[src/hw/rtl/kdwf_pkg.sv]
`timescale 1ns / 1ps

package kdwf_pkg;

  // Defaults for the top-level parameters
  localparam int unsigned KDWF_MAX_COLS      = 2048;
  localparam int unsigned KDWF_MAX_ROWS      = 512;
  localparam int unsigned KDWF_WINDOW_RADIUS = 2;

  // Field widths
  localparam int unsigned DIM_W      = 13;  // signed row / col
  localparam int unsigned EXT_W      = DIM_W + 1;
  localparam int unsigned DEPTH_W    = 16;
  localparam int unsigned MAXD_W     = 15;
  localparam int unsigned SPREAD_W   = 8;
  localparam int unsigned COLS_W     = 12;
  localparam int unsigned ROWS_W     = 10;
  localparam int unsigned REASON_W   = 3;
  localparam int unsigned CFG_IDX_W  = 2;
  localparam int unsigned CFG_DATA_W = 16;
  localparam int unsigned IN_W       = 48;
  localparam int unsigned OUT_W      = 24;

  // Config register indexes
  localparam logic [CFG_IDX_W-1:0] CFG_MAX_DEPTH     = 2'd0;
  localparam logic [CFG_IDX_W-1:0] CFG_SPREAD_FACTOR = 2'd1;
  localparam logic [CFG_IDX_W-1:0] CFG_COLS_IN_USE   = 2'd2;
  localparam logic [CFG_IDX_W-1:0] CFG_ROWS_IN_USE   = 2'd3;

  localparam logic [MAXD_W-1:0]   MAX_DEPTH_RST = 15'd25600;
  localparam logic [SPREAD_W-1:0] SPREAD_RST    = 8'd10;
  localparam logic [COLS_W-1:0]   COLS_RST      = 12'd2048;
  localparam logic [ROWS_W-1:0]   ROWS_RST      = 10'd512;

  // Input command codes
  localparam logic CMD_WRITE = 1'b0;
  localparam logic CMD_QUERY = 1'b1;

  typedef enum logic [REASON_W-1:0] {
    RSN_OK        = 3'd0,
    RSN_OUTSIDE   = 3'd1,
    RSN_BAD_CTR   = 3'd2,
    RSN_BORDER    = 3'd3,
    RSN_NEIGHBOUR = 3'd4,
    RSN_SPREAD    = 3'd5
  } reason_e;

  typedef enum logic [6:0] {
    ST_IDLE   = 7'b0000001,
    ST_BOUNDS = 7'b0000010,
    ST_CENTER = 7'b0000100,
    ST_WINDOW = 7'b0001000,
    ST_DRAIN  = 7'b0010000,
    ST_SPREAD = 7'b0100000,
    ST_RESULT = 7'b1000000
  } state_e;

  // Controller -> datapath
  typedef struct packed {
    logic take;       // input channel open
    logic bounds;     // frame check, center read issued
    logic center;     // center data present
    logic win_issue;  // issue one window read
    logic spread;     // final spread decision
    logic out_load;   // load result register
  } cmd_t;

  // Datapath -> controller
  typedef struct packed {
    logic query_acc;
    logic outside;
    logic center_reject;
    logic win_last;
    logic out_free;
  } status_t;

  function automatic logic depth_ok(logic signed [DEPTH_W-1:0] z,
                                    logic [MAXD_W-1:0] lim);
    logic pos;
    pos = !z[DEPTH_W-1] && (z != '0);
    return pos && (z[MAXD_W-1:0] < lim);
  endfunction

endpackage

[src/hw/rtl/kdwf_ctrl.sv]
`timescale 1ns / 1ps

module kdwf_ctrl
  import kdwf_pkg::*;
(
  input  logic    clk_i,
  input  logic    rst_ni,
  input  status_t st_i,
  output cmd_t    cmd_o
);

  state_e state_q, state_d;

  always_comb begin
    state_d = state_q;
    cmd_o   = '0;
    unique case (state_q)
      ST_IDLE: begin
        cmd_o.take = 1'b1;
        if (st_i.query_acc) state_d = ST_BOUNDS;
      end
      ST_BOUNDS: begin
        cmd_o.bounds = 1'b1;
        state_d = st_i.outside ? ST_RESULT : ST_CENTER;
      end
      ST_CENTER: begin
        cmd_o.center = 1'b1;
        state_d = st_i.center_reject ? ST_RESULT : ST_WINDOW;
      end
      ST_WINDOW: begin
        cmd_o.win_issue = 1'b1;
        if (st_i.win_last) state_d = ST_DRAIN;
      end
      ST_DRAIN: begin
        state_d = ST_SPREAD;
      end
      ST_SPREAD: begin
        cmd_o.spread = 1'b1;
        state_d = ST_RESULT;
      end
      ST_RESULT: begin
        if (st_i.out_free) begin
          cmd_o.out_load = 1'b1;
          state_d = ST_IDLE;
        end
      end
      default: begin
        state_d = ST_IDLE;
      end
    endcase
  end

  always_ff @(posedge clk_i or negedge rst_ni) begin
    if (!rst_ni) begin
      state_q <= ST_IDLE;
    end else begin
      state_q <= state_d;
    end
  end

  a_window_exit: assert property (@(posedge clk_i) disable iff (!rst_ni)
    (state_q == ST_WINDOW && st_i.win_last) |=> state_q == ST_DRAIN)
    else $error("window sweep did not end after last read");

  a_query_starts: assert property (@(posedge clk_i) disable iff (!rst_ni)
    (state_q == ST_IDLE && st_i.query_acc) |=> state_q == ST_BOUNDS)
    else $error("accepted query not started");

endmodule

[config.mk]
export PLATFORM = sky130hd
export DESIGN_NAME = kdwf_ctrl
export DESIGN_NICKNAME = d
export VERILOG_FILES = /design/src/hw/rtl/kdwf_pkg.sv /design/src/hw/rtl/kdwf_ctrl.sv
export SDC_FILE = /design/constraint.sdc
export NUM_CORES = 1
export LEC_CHECK = 0
export CAP_MARGIN = 20
export CELL_PAD_IN_SITES_DETAIL_PLACEMENT = 0
export CELL_PAD_IN_SITES_GLOBAL_PLACEMENT = 1
export CORE_AREA = 2 2 39 41
export CTS_CLUSTER_DIAMETER = 120
export DETAILED_ROUTE_END_ITERATION = 8
export DIE_AREA = 0 0 41 43
export DONT_BUFFER_PORTS = 1
export PLACE_DENSITY = 0.56
export SYNTH_ARGS = -nofsm -noshare
export SYNTH_HDL_FRONTEND = slang
export SYNTH_SLANG_ARGS = --single-unit
export TNS_END_PERCENT = 30
[constraint.sdc]
create_clock -name clk_i -period 1.6 [get_ports clk_i]
set_clock_uncertainty 0.05 [all_clocks]
set_input_delay 0.4 -clock clk_i [delete_from_list [all_inputs] [get_ports clk_i]]
set_output_delay 0.4 -clock clk_i [all_outputs]
set_load 0.1 [all_outputs]
---- Yosys cells after proc, flatten, opt, wreduce, memory -nomap -nowiden ----
Index checks and enable logic that the tools add are counted.
operators by class
  eq/ne operators ......................... 10
  muxes and demuxes ....................... 13
  reductions and logical operators ........ 1
operators by type and width
  cell                                           number
  case mux 7 bit (7 select lines)                1
  two-way mux 7 bit                              5
  == test 7 x 1 -> 1 bit, second input constant  1
  == test 7 x 2 -> 1 bit, second input constant  1
  == test 7 x 3 -> 1 bit, second input constant  1
  == test 7 x 4 -> 1 bit, second input constant  1
  == test 7 x 5 -> 1 bit, second input constant  1
  == test 7 x 6 -> 1 bit, second input constant  1
  == test 7 bit, second input constant           1
  two-way mux 1 bit                              7
  != test 2 bit, second input constant           3
  AND reduction 3 bit                            1
word-level totals
  bits in registers ....................... 7
  input bits .............................. 7

---- Depth between registers and ports, before layout ----
Gate-level depths: netlist of the first run.
  word-level depth ........................ 3
  depth in mapped cells ................... 4
  gate-level depth less buffers ........... 4

---- Worst setup path before layout of the first run ----
No wires, ideal clock.
  path type ............................... register to output
  start point ............................. reg state_q[1]
  end point ............................... out cmd_o[0] (netlist bit)
  cell stages (with the launch flop) ...... 4
  arrival time ............................ 2,771 ps
  path buffers ............................ 0
  slack ................................... -1,621 ps
  required time ........................... 1,150 ps
  path through ............................ dfrtp_1 -> nor2_1 -> nand2_1 -> nor3_1
RTL lines
  element                   RTL line         source
  start: declaration        kdwf_ctrl.sv:12  state_e state_q, state_d;
  start signal: assignment  kdwf_ctrl.sv:57  state_q <= state_d;
  end: declaration          kdwf_ctrl.sv:9   output cmd_t cmd_o

---- Worst setup path in the final report of the first run ----
  start point ............................. reg state_q[2]
  end point ............................... out cmd_o[2] (netlist bit)
between the ends
  longest elaborated chain between the ends .. 2
RTL lines
  element                 RTL line         source
  == test 7 x 4 -> 1 bit  kdwf_ctrl.sv:17  unique case (state_q)
  two-way mux 1 bit       kdwf_ctrl.sv:17
No other way between the ends.

==> results of run 1 <==
-- synth_stat cells, drive strengths merged --
cell type  n
o21ai      1
nand2      3
inv        1
o22a       1
nand2b     3
dfrtp      6
nor2b      1
and4b      1
a2111o     1
nor4b      1
dfstp      1
a211oi     2
a221o      1
nor3       5
a222oi     1
and2       2
nand3      1
nand3b     1
nor2       7
or2b       2
or3b       1
-- where the power goes --
group	switching, mW	internal (mW)	total [mW]
combinational	0.366	0.264	0.631
sequential	0.0559	0.218	0.274
clock	0.0701	0.0955	0.166
-- logic make-up (layout without fill, tap and decap cells) --
family          Yosys count  after routing  share of synthesized area (%)
simple gates             28             28                           39.4
compound gates            7              7                           15.1
flops                     7              7                           44.5
buf+inv                   1             19                          0.945
-- final cells by class --
type | count | area share (%)
inverter | 1 | 0.501
multi-input combinational | 35 | 44.1
timing repair buffer | 14 | 24.9
sequential | 7 | 24.4
clock buffer | 4 | 3.51
tap | 16 | 2.67
-- routing by layer --
layer  GRT usage, %  wire [um]
met1           19.9        434
met4           10.0         33
met5              0          0
met2           25.3        625
met3           4.19         76
-- placed cells by master, fill, tap and decap left out, types with 2 or more instances in the layout --
| master | n |
|---|---|
| a211oi_1 | 2 |
| buf_12 | 6 |
| buf_4 | 6 |
| clkbuf_4 | 3 |
| dfrtp_2 | 5 |
| nand2b_1 | 2 |
| nor2_1 | 2 |
| nor2_4 | 5 |
| nor3_1 | 2 |
| nor3_4 | 3 |
-- worst paths after layout --
kind | endpoint | slack [ps]
worst max-delay path | cmd_o[2] | -240
max in group asynchronous | state_q[0]$_DFFE_PN1P_ | 760
min in group asynchronous | state_q[1]$_DFFE_PN0P_ | 440
worst min-delay path | state_q[2]$_DFFE_PN0P_ | 150
worst min register to register | state_q[0]$_DFFE_PN1P_ | 550
worst max register to register | state_q[6]$_DFFE_PN0P_ | 60
-- critical path, stage by stage, from the launching register on --
cell     delay (ps)
dfrtp_2         450
or2b_2          360
nor2_4          140
buf_12          180
-- what timing repair did --
item	in CTS	in global routing
gates resized for setup	6	10
gates cloned	0	0
hold buffers	1	0
pin swaps	1	3
setup endpoints to repair	6	7
buffers inserted	1	0
endpoints found under the hold margin	7	0
-- metrics by stage --
stage / setup slack [ps] / utilization [%] / instance area (um^2) / instances / hold slack (ps)
global route: -273 / 54.2 / 749 / 77 / 153
floorplan: -291 / - / 455 / 43 / 54.4
global placement: -53.3 / 46.3 / 641 / 71 / 54.6
detailed placement: -33.3 / 46.3 / 641 / 71 / 54.7
finish: -238 / 54.2 / 749 / 77 / 152
CTS: -238 / 51.5 / 713 / 77 / 153
==> flow_summary.ini, run 1 <==
[status]
status = finished with violations
violations = negative setup slack

[critical_path]
reg2regPathDepth = 5
path_class = register to output pin
crit_path_end_kind = output pin
start_kind = register
worst-endpoint-arrival_ps = 1390
crit_required_ps = 1150
r2r-start = state_q[0]$_DFFE_PN1P_
critPathMaxFanout = 4
critPathLaunch = state_q[2]$_DFFE_PN0P_

[grt]
grt_max_degree = 8
first_global_vias = 436
grt_pass1_wl_mm = 1.93
grt_usage_pct = 16.6
antenna_found_initial = 0
overflow = 0

[timing]
worst_slew_pin_slew_ps = 358
fin_ws_ps = -238
maxSlewViolCount = 0
max-slew-margin-rel_pct = 76.0
fin_crit_sh_pct = 115
fmax_mhz = 544
fin_crit_ps = 1840
setup_viol_count_final = 6
rsz0062_at_grt = true
hold_violations = 0
setup_tns_ps = -1260

[synth]
synth_fp_nets = 50
synth.avg_cell_area_um2 = 9.22
netlist_area_um2 = 397
ys_ff_latch = 7
synth-seq-area-share_pct = 44.5
synth.distinct_cells = 22
synthCells = 43
synth_warnings = 0
synth_area_leader_cell = dfrtp_1
synth_top_area_share_pct = 37.9
synth_area_leaders = dfrtp_1 38%, dfstp_2 6.6%, nor2_1 6.6%

[cts]
tritoncts = yes
max-clock-path-buffers = 2
cts_made_buffers = 3
htree_levels = 1
cts_root_buffer = clkbuf_4
path_clk_slew_ps = 50
insertion_delay_ps = 260
clock-sinks = 7

[min_path]
hold_start = st_i[3]
hold_path.class = primary input to register
min_path_cells = 1

[drt]
post-route-drc-count = 0
post_drt_wl_per_cell_um = 15.2
vias = 409
drt.antenna.violating_nets = 0
drt_pass1_iterations = 4
routed_wirelength_mm = 1.17
drt_iter0_markers = 7
vias_per_cell = 5.31

[finish]
multiInputGateArea_um2 = 330
reg_top3 = state_q: 7 flops
syn_to_final_growth_pct = 89.0
drive_gt1_share_pct = 62.3
fillerInstances = 114
nets = 69
antennaDiodeCount = 0
max_flop_register = state_q
largest_register_ffs = 7
register_area_um2 = 183

[placement]
dp_hpwl_um = 865
place_congestion = 0.744
numPortBuffers = 0

[power_and_ir_drop]
power_density_nw_per_um2 = 1430
power.leakage_nw = 0.294
peakVddDrop_v = 0.000675
total_power_mw = 1.07

[floorplanning]
num_rows = 14
dieArea_um2 = 1760
die_w_um = 41
start_util_pct = 28.7
io_pins = 13
coreArea_um2 = 1380
die_height_um = 43

[job]
maxCapViolCount = 0
No activity file was read; power rests on OpenSTA's default activity.
==> run 2, diff against run 1 <==
Settings changed: SETUP_SLACK_MARGIN from default to 0.2.
==> run 2 against run 1 <==
  * Highest routed layer unchanged
  * Setup slack better by 1.6 ps
  * Global-route usage up 0.51 points
  * Fmax about the same
  * Sequential power about the same
  * Combinational power up 3%
  * Power up 1.2%
  * Critical path depth unchanged
  * The flow still finishes with violations (negative setup slack)
  * Register-to-register slack about the same
  * First-iteration DRC count down 29%
  * Sequential share of layout area down 0.37 points
==> flow_summary.ini, run 2 (synthesized netlist as in run 1, its figures left out) <==
[finish]
final_cell_area_um2 = 756
drive_gt1_share_pct = 62.9
syn_to_final_growth_pct = 90.5
antennaDiodeCount = 0
final_cell_mix = 8 x buf_4, 6 x buf_12, 5 x nor2_4, 4 x dfrtp_2
layout_commonest_cell = buf_4
nets = 70
largest_register_ffs = 7
max_flop_register = state_q
fillerInstances = 118
reg_top3 = state_q: 7 flops
fin_util_pct = 54.6

[cts]
cts_root_buffer = clkbuf_4
clock-sinks = 7
insertion_delay_ps = 260
path_clk_slew_ps = 50
tritoncts = yes
max-clock-path-buffers = 2
htree_levels = 1
cts_made_buffers = 3

[job]
maxCapViolCount = 0

[drt]
drt.antenna.violating_nets = 0
drt_pass1_iterations = 4
route.met3.wl_um = 78
vias = 404
post_drt_wl_per_cell_um = 15.2
dr.max_layer_used = met4
post-route-drc-count = 0
vias_per_cell = 5.18
wl_met2_um = 622
routed_wirelength_mm = 1.18
drt_iter0_markers = 5
drt-met1-wl_um = 451

[timing]
worst_slew_pin_slew_ps = 348
fmax_mhz = 545
hold_violations = 0
rsz0062_at_grt = true
max-slew-margin-rel_pct = 76.8
fin_crit_ps = 1840
maxSlewViolCount = 0
fin_crit_sh_pct = 115
fin_ws_ps = -236
setup_viol_count_final = 6

[critical_path]
crit_path_end_kind = output pin
worst-endpoint-arrival_ps = 1390
critPathMaxFanout = 4
start_kind = register
path_class = register to output pin
crit_required_ps = 1150

[power_and_ir_drop]
power.leakage_nw = 0.296
peakVddDrop_v = 0.000675
power_density_nw_per_um2 = 1430

[grt]
first_global_vias = 434
grt_pass1_wl_mm = 1.97
overflow = 0
grt_usage_pct = 17.1
antenna_found_initial = 0
grt_max_degree = 8

[floorplanning]
start_util_pct = 28.7
num_rows = 14
die_height_um = 43
dieArea_um2 = 1760
io_pins = 13
die_w_um = 41
coreArea_um2 = 1380

[min_path]
hold_path.class = primary input to register

[placement]
numPortBuffers = 0
placed_area_um2 = 641
place_congestion = 0.744
dp_hpwl_um = 865

[status]
status = finished with violations
violations = negative setup slack
-- run 2: power by group --
part	switching, mW	internal [mW]	leakage, nW
combinational	0.377	0.270	0.195
sequential	0.0549	0.216	0.0864
clock	0.0699	0.0955	0.0150
total	0.502	0.581	0.296
-- run 2: timing repair --
item,in CTS,in global routing
hold endpoints to repair,7,0
hold buffers,1,0
resized for setup,7,8
pin swaps,4,3
buffers inserted,1,1
endpoints found under the setup margin,9,11
-- run 2: critical path, stage by stage, from the launching register on --
cell,delay (ps)
dfrtp_2,440
or2b_2,360
nor2_4,150
buf_12,180
-- run 2: cell type report --
type	instances	area, um^2	share of cell area (%)
flip-flops and latches	7	181	24.0
inverters	1	3.75	0.497
clock buffers	4	26.3	3.48
well taps	16	20.0	2.65
repair buffers	15	190	25.2
multi-input cells	35	334	44.2
-- run 2: metrics by stage --
| step | power [mW] | hold slack (ps) | std cells | setup WS [ps] | setup TNS [ps] |
|---|---|---|---|---|---|
| 6_report | 1.08 | 152 | 78 | -236 | -1240 |
| 4_1_cts | 1.02 | 153 | 77 | -238 | -1380 |
| 2_1_floorplan | 0.624 | 54.4 | 43 | -291 | -1690 |
| 3_5_place_dp | 0.812 | 54.7 | 71 | -33.3 | -68.1 |
| 5_1_grt | 1.14 | 153 | 78 | -274 | -1590 |
| 3_3_place_gp | 0.809 | 54.6 | 71 | -53.3 | -94.1 |
-- run 2: path summary, 6_finish.rpt --
| kind | slack (ps) | start | end | depth (start not counted) |
|---|---|---|---|---|
| max reg2reg | 50 | state_q[0]$_DFFE_PN1P_ | state_q[6]$_DFFE_PN0P_ | 5 |
| max | -240 | state_q[2]$_DFFE_PN0P_ | cmd_o[2] | 3 |
| min | 150 | st_i[3] | state_q[2]$_DFFE_PN0P_ | 1 |
| max in group asynchronous | 770 | rst_ni | state_q[0]$_DFFE_PN1P_ | 1 |
| min in group asynchronous | 430 | rst_ni | state_q[1]$_DFFE_PN0P_ | 1 |
| min reg2reg | 550 | state_q[5]$_DFFE_PN0P_ | state_q[0]$_DFFE_PN1P_ | 2 |
-- run 2: layer usage --
metal	vias up	global-route usage, %
met5	-	0
met4	0	10.0
met3	4	4.19
met2	15	26.9
met1	189	19.9
li1	196	-
==> run 3, diff against run 2 <==
Settings changed: BUFFER_PORTS_ARGS from default to -buffer_cell sky130_fd_sc_hd__buf_2, DONT_BUFFER_PORTS 1 to default, PLACE_DENSITY 0.56 to 0.67.
==> run 3 against run 2 <==
  * The run still ends with negative setup slack left
  * Flip-flop and latch count did not move
  * Clock power shrank 7%
  * Via count up 6.4%
  * Combinational power about the same
  * Register-to-register slack worse by 30 ps
  * Power down 2.3%
  * Die area unchanged
  * First-iteration DRC count rose by 100%
  * Largest cell class unchanged
==> flow_summary.ini, run 3 (synthesized netlist as in run 1, its figures left out) <==
[drt]
post-route-drc-count = 0
routed_wirelength_mm = 1.11
post_drt_wl_per_cell_um = 12.9
vias = 430
drt.antenna.violating_nets = 0
drt_pass1_iterations = 4
vias_per_cell = 5.00
drt_iter0_markers = 10

[finish]
reg_top3 = state_q: 7 flops
max_flop_register = state_q
fillerInstances = 132
final_cell_mix = 9 x buf_4, 6 x buf_2, 6 x buf_12, 5 x nor2_4, 4 x dfrtp_1
drive_gt1_share_pct = 58.6
largest_register_ffs = 7
final_cells = 86
register_area_um2 = 179
syn_to_final_growth_pct = 96.5
layout_commonest_cell = buf_4
multiInputGateArea_um2 = 312
antennaDiodeCount = 0
nets = 78

[cts]
insertion_delay_ps = 240
htree_levels = 1
cts_root_buffer = clkbuf_4
max-clock-path-buffers = 2
clock-sinks = 7
path_clk_slew_ps = 50
cts_made_buffers = 3
tritoncts = yes

[power_and_ir_drop]
peakVddDrop_v = 0.000449
p_clk_share_pct = 14.5
power.leakage_nw = 0.329
internal_power_uw = 575
seq_power_share_pct = 24.7
power.switching_uw = 483
power_density_nw_per_um2 = 1360
total_power_mw = 1.06
sw_frac_of_total_pct = 45.6
pwr-share-comb_pct = 60.8

[job]
maxCapViolCount = 0

[timing]
fin_crit_ps = 1820
worst_slew_pin_slew_ps = 328
max-slew-margin-rel_pct = 78.2
hold_violations = 0
maxSlewViolCount = 0
setup_viol_count_final = 6
rsz0062_at_grt = true
fin_crit_sh_pct = 114
fmax_mhz = 550
fin_ws_ps = -218

[grt]
grt_usage_pct = 15.4
overflow = 0
grt_pass1_wl_mm = 1.84
antenna_found_initial = 0
first_global_vias = 445
grt_max_degree = 8

[critical_path]
worst-endpoint-arrival_ps = 1370
crit_buf_inv = 1
crit_chain = nor2_4 > nand2_4 > nor3_4 > buf_12
start_kind = register
crit_required_ps = 1150
cp_slowest_cell = dfrtp_2
cp_slowest_stage_delay_ps = 440
path_class = register to output pin
crit_path_end_kind = output pin
path_delay_family = simple AND/OR/NAND/NOR gates
critPathMaxFanout = 6

[placement]
dp_slack_ps = -52.6
place_congestion = 0.775
dp_hpwl_um = 849
dp.cells = 78
numPortBuffers = 12

[floorplanning]
coreArea_um2 = 1380
start_util_pct = 28.7
die_height_um = 43
io_pins = 13
dieArea_um2 = 1760
num_rows = 14
die_w_um = 41

[status]
status = finished with violations
violations = negative setup slack

[min_path]
hold_path.class = primary input to register
[run 3: worst paths after layout]
path                                   startpoint                      to  slack, ps  cells past startpoint
max                        state_q[3]$_DFFE_PN0P_                cmd_o[0]       -220                      4
min                                       st_i[3]  state_q[2]$_DFFE_PN0P_        270                      2
max reg2reg                state_q[2]$_DFFE_PN0P_  state_q[0]$_DFFE_PN1P_         20                      4
min reg2reg                state_q[2]$_DFFE_PN0P_  state_q[4]$_DFFE_PN0P_        640                      2
max in group asynchronous                  rst_ni  state_q[0]$_DFFE_PN1P_        800                      2
min in group asynchronous                  rst_ni  state_q[6]$_DFFE_PN0P_        470                      2
[run 3: per-stage QoR]
step	util, %	cell area, um^2	setup TNS, ps	hold WS (ps)
2_1_floorplan	-	455	-1690	54.4
3_3_place_gp	49.0	678	-49.6	194
3_5_place_dp	49.0	678	-55.1	193
4_1_cts	54.2	749	-1320	269
5_1_grt	56.3	779	-1710	289
6_report	56.3	779	-1220	273
[run 3: timing repair]
action                     in CTS  in global routing
pin swaps                       6                  4
buffers inserted                2                  1
hold endpoints to repair        6                  0
resized for setup               5                  6
setup endpoints to repair       8                  9
hold buffers                    1                  0
[run 3: final cells by class]
type	count	area share (%)
clock buffers	4	3.37
repair buffers	23	30.7
inverters	1	0.482
flip-flops and latches	7	23.0
multi-input cells	35	40.0
well taps	16	2.57
[run 3: power groups by stage]
stage	combinational, mW	sequential [mW]	clock [mW]
after floorplan	0.377	0.247	0
after global placement	0.589	0.246	0
after detailed placement	0.588	0.247	0
after CTS	0.608	0.247	0.159
after global routing	0.677	0.267	0.166
final	0.644	0.261	0.153
[run 3: layer usage]
layer / part of all wire, % / up-vias / wire (um) / track usage, %
li1: - / 210 / - / -
met1: 42 / 204 / 471 / 20.1
met2: 52 / 16 / 576 / 23.4
met3: 5.6 / 0 / 62 / 5.24
met4: 0 / 0 / 0 / 4.00
met5: 0 / - / 0 / 0
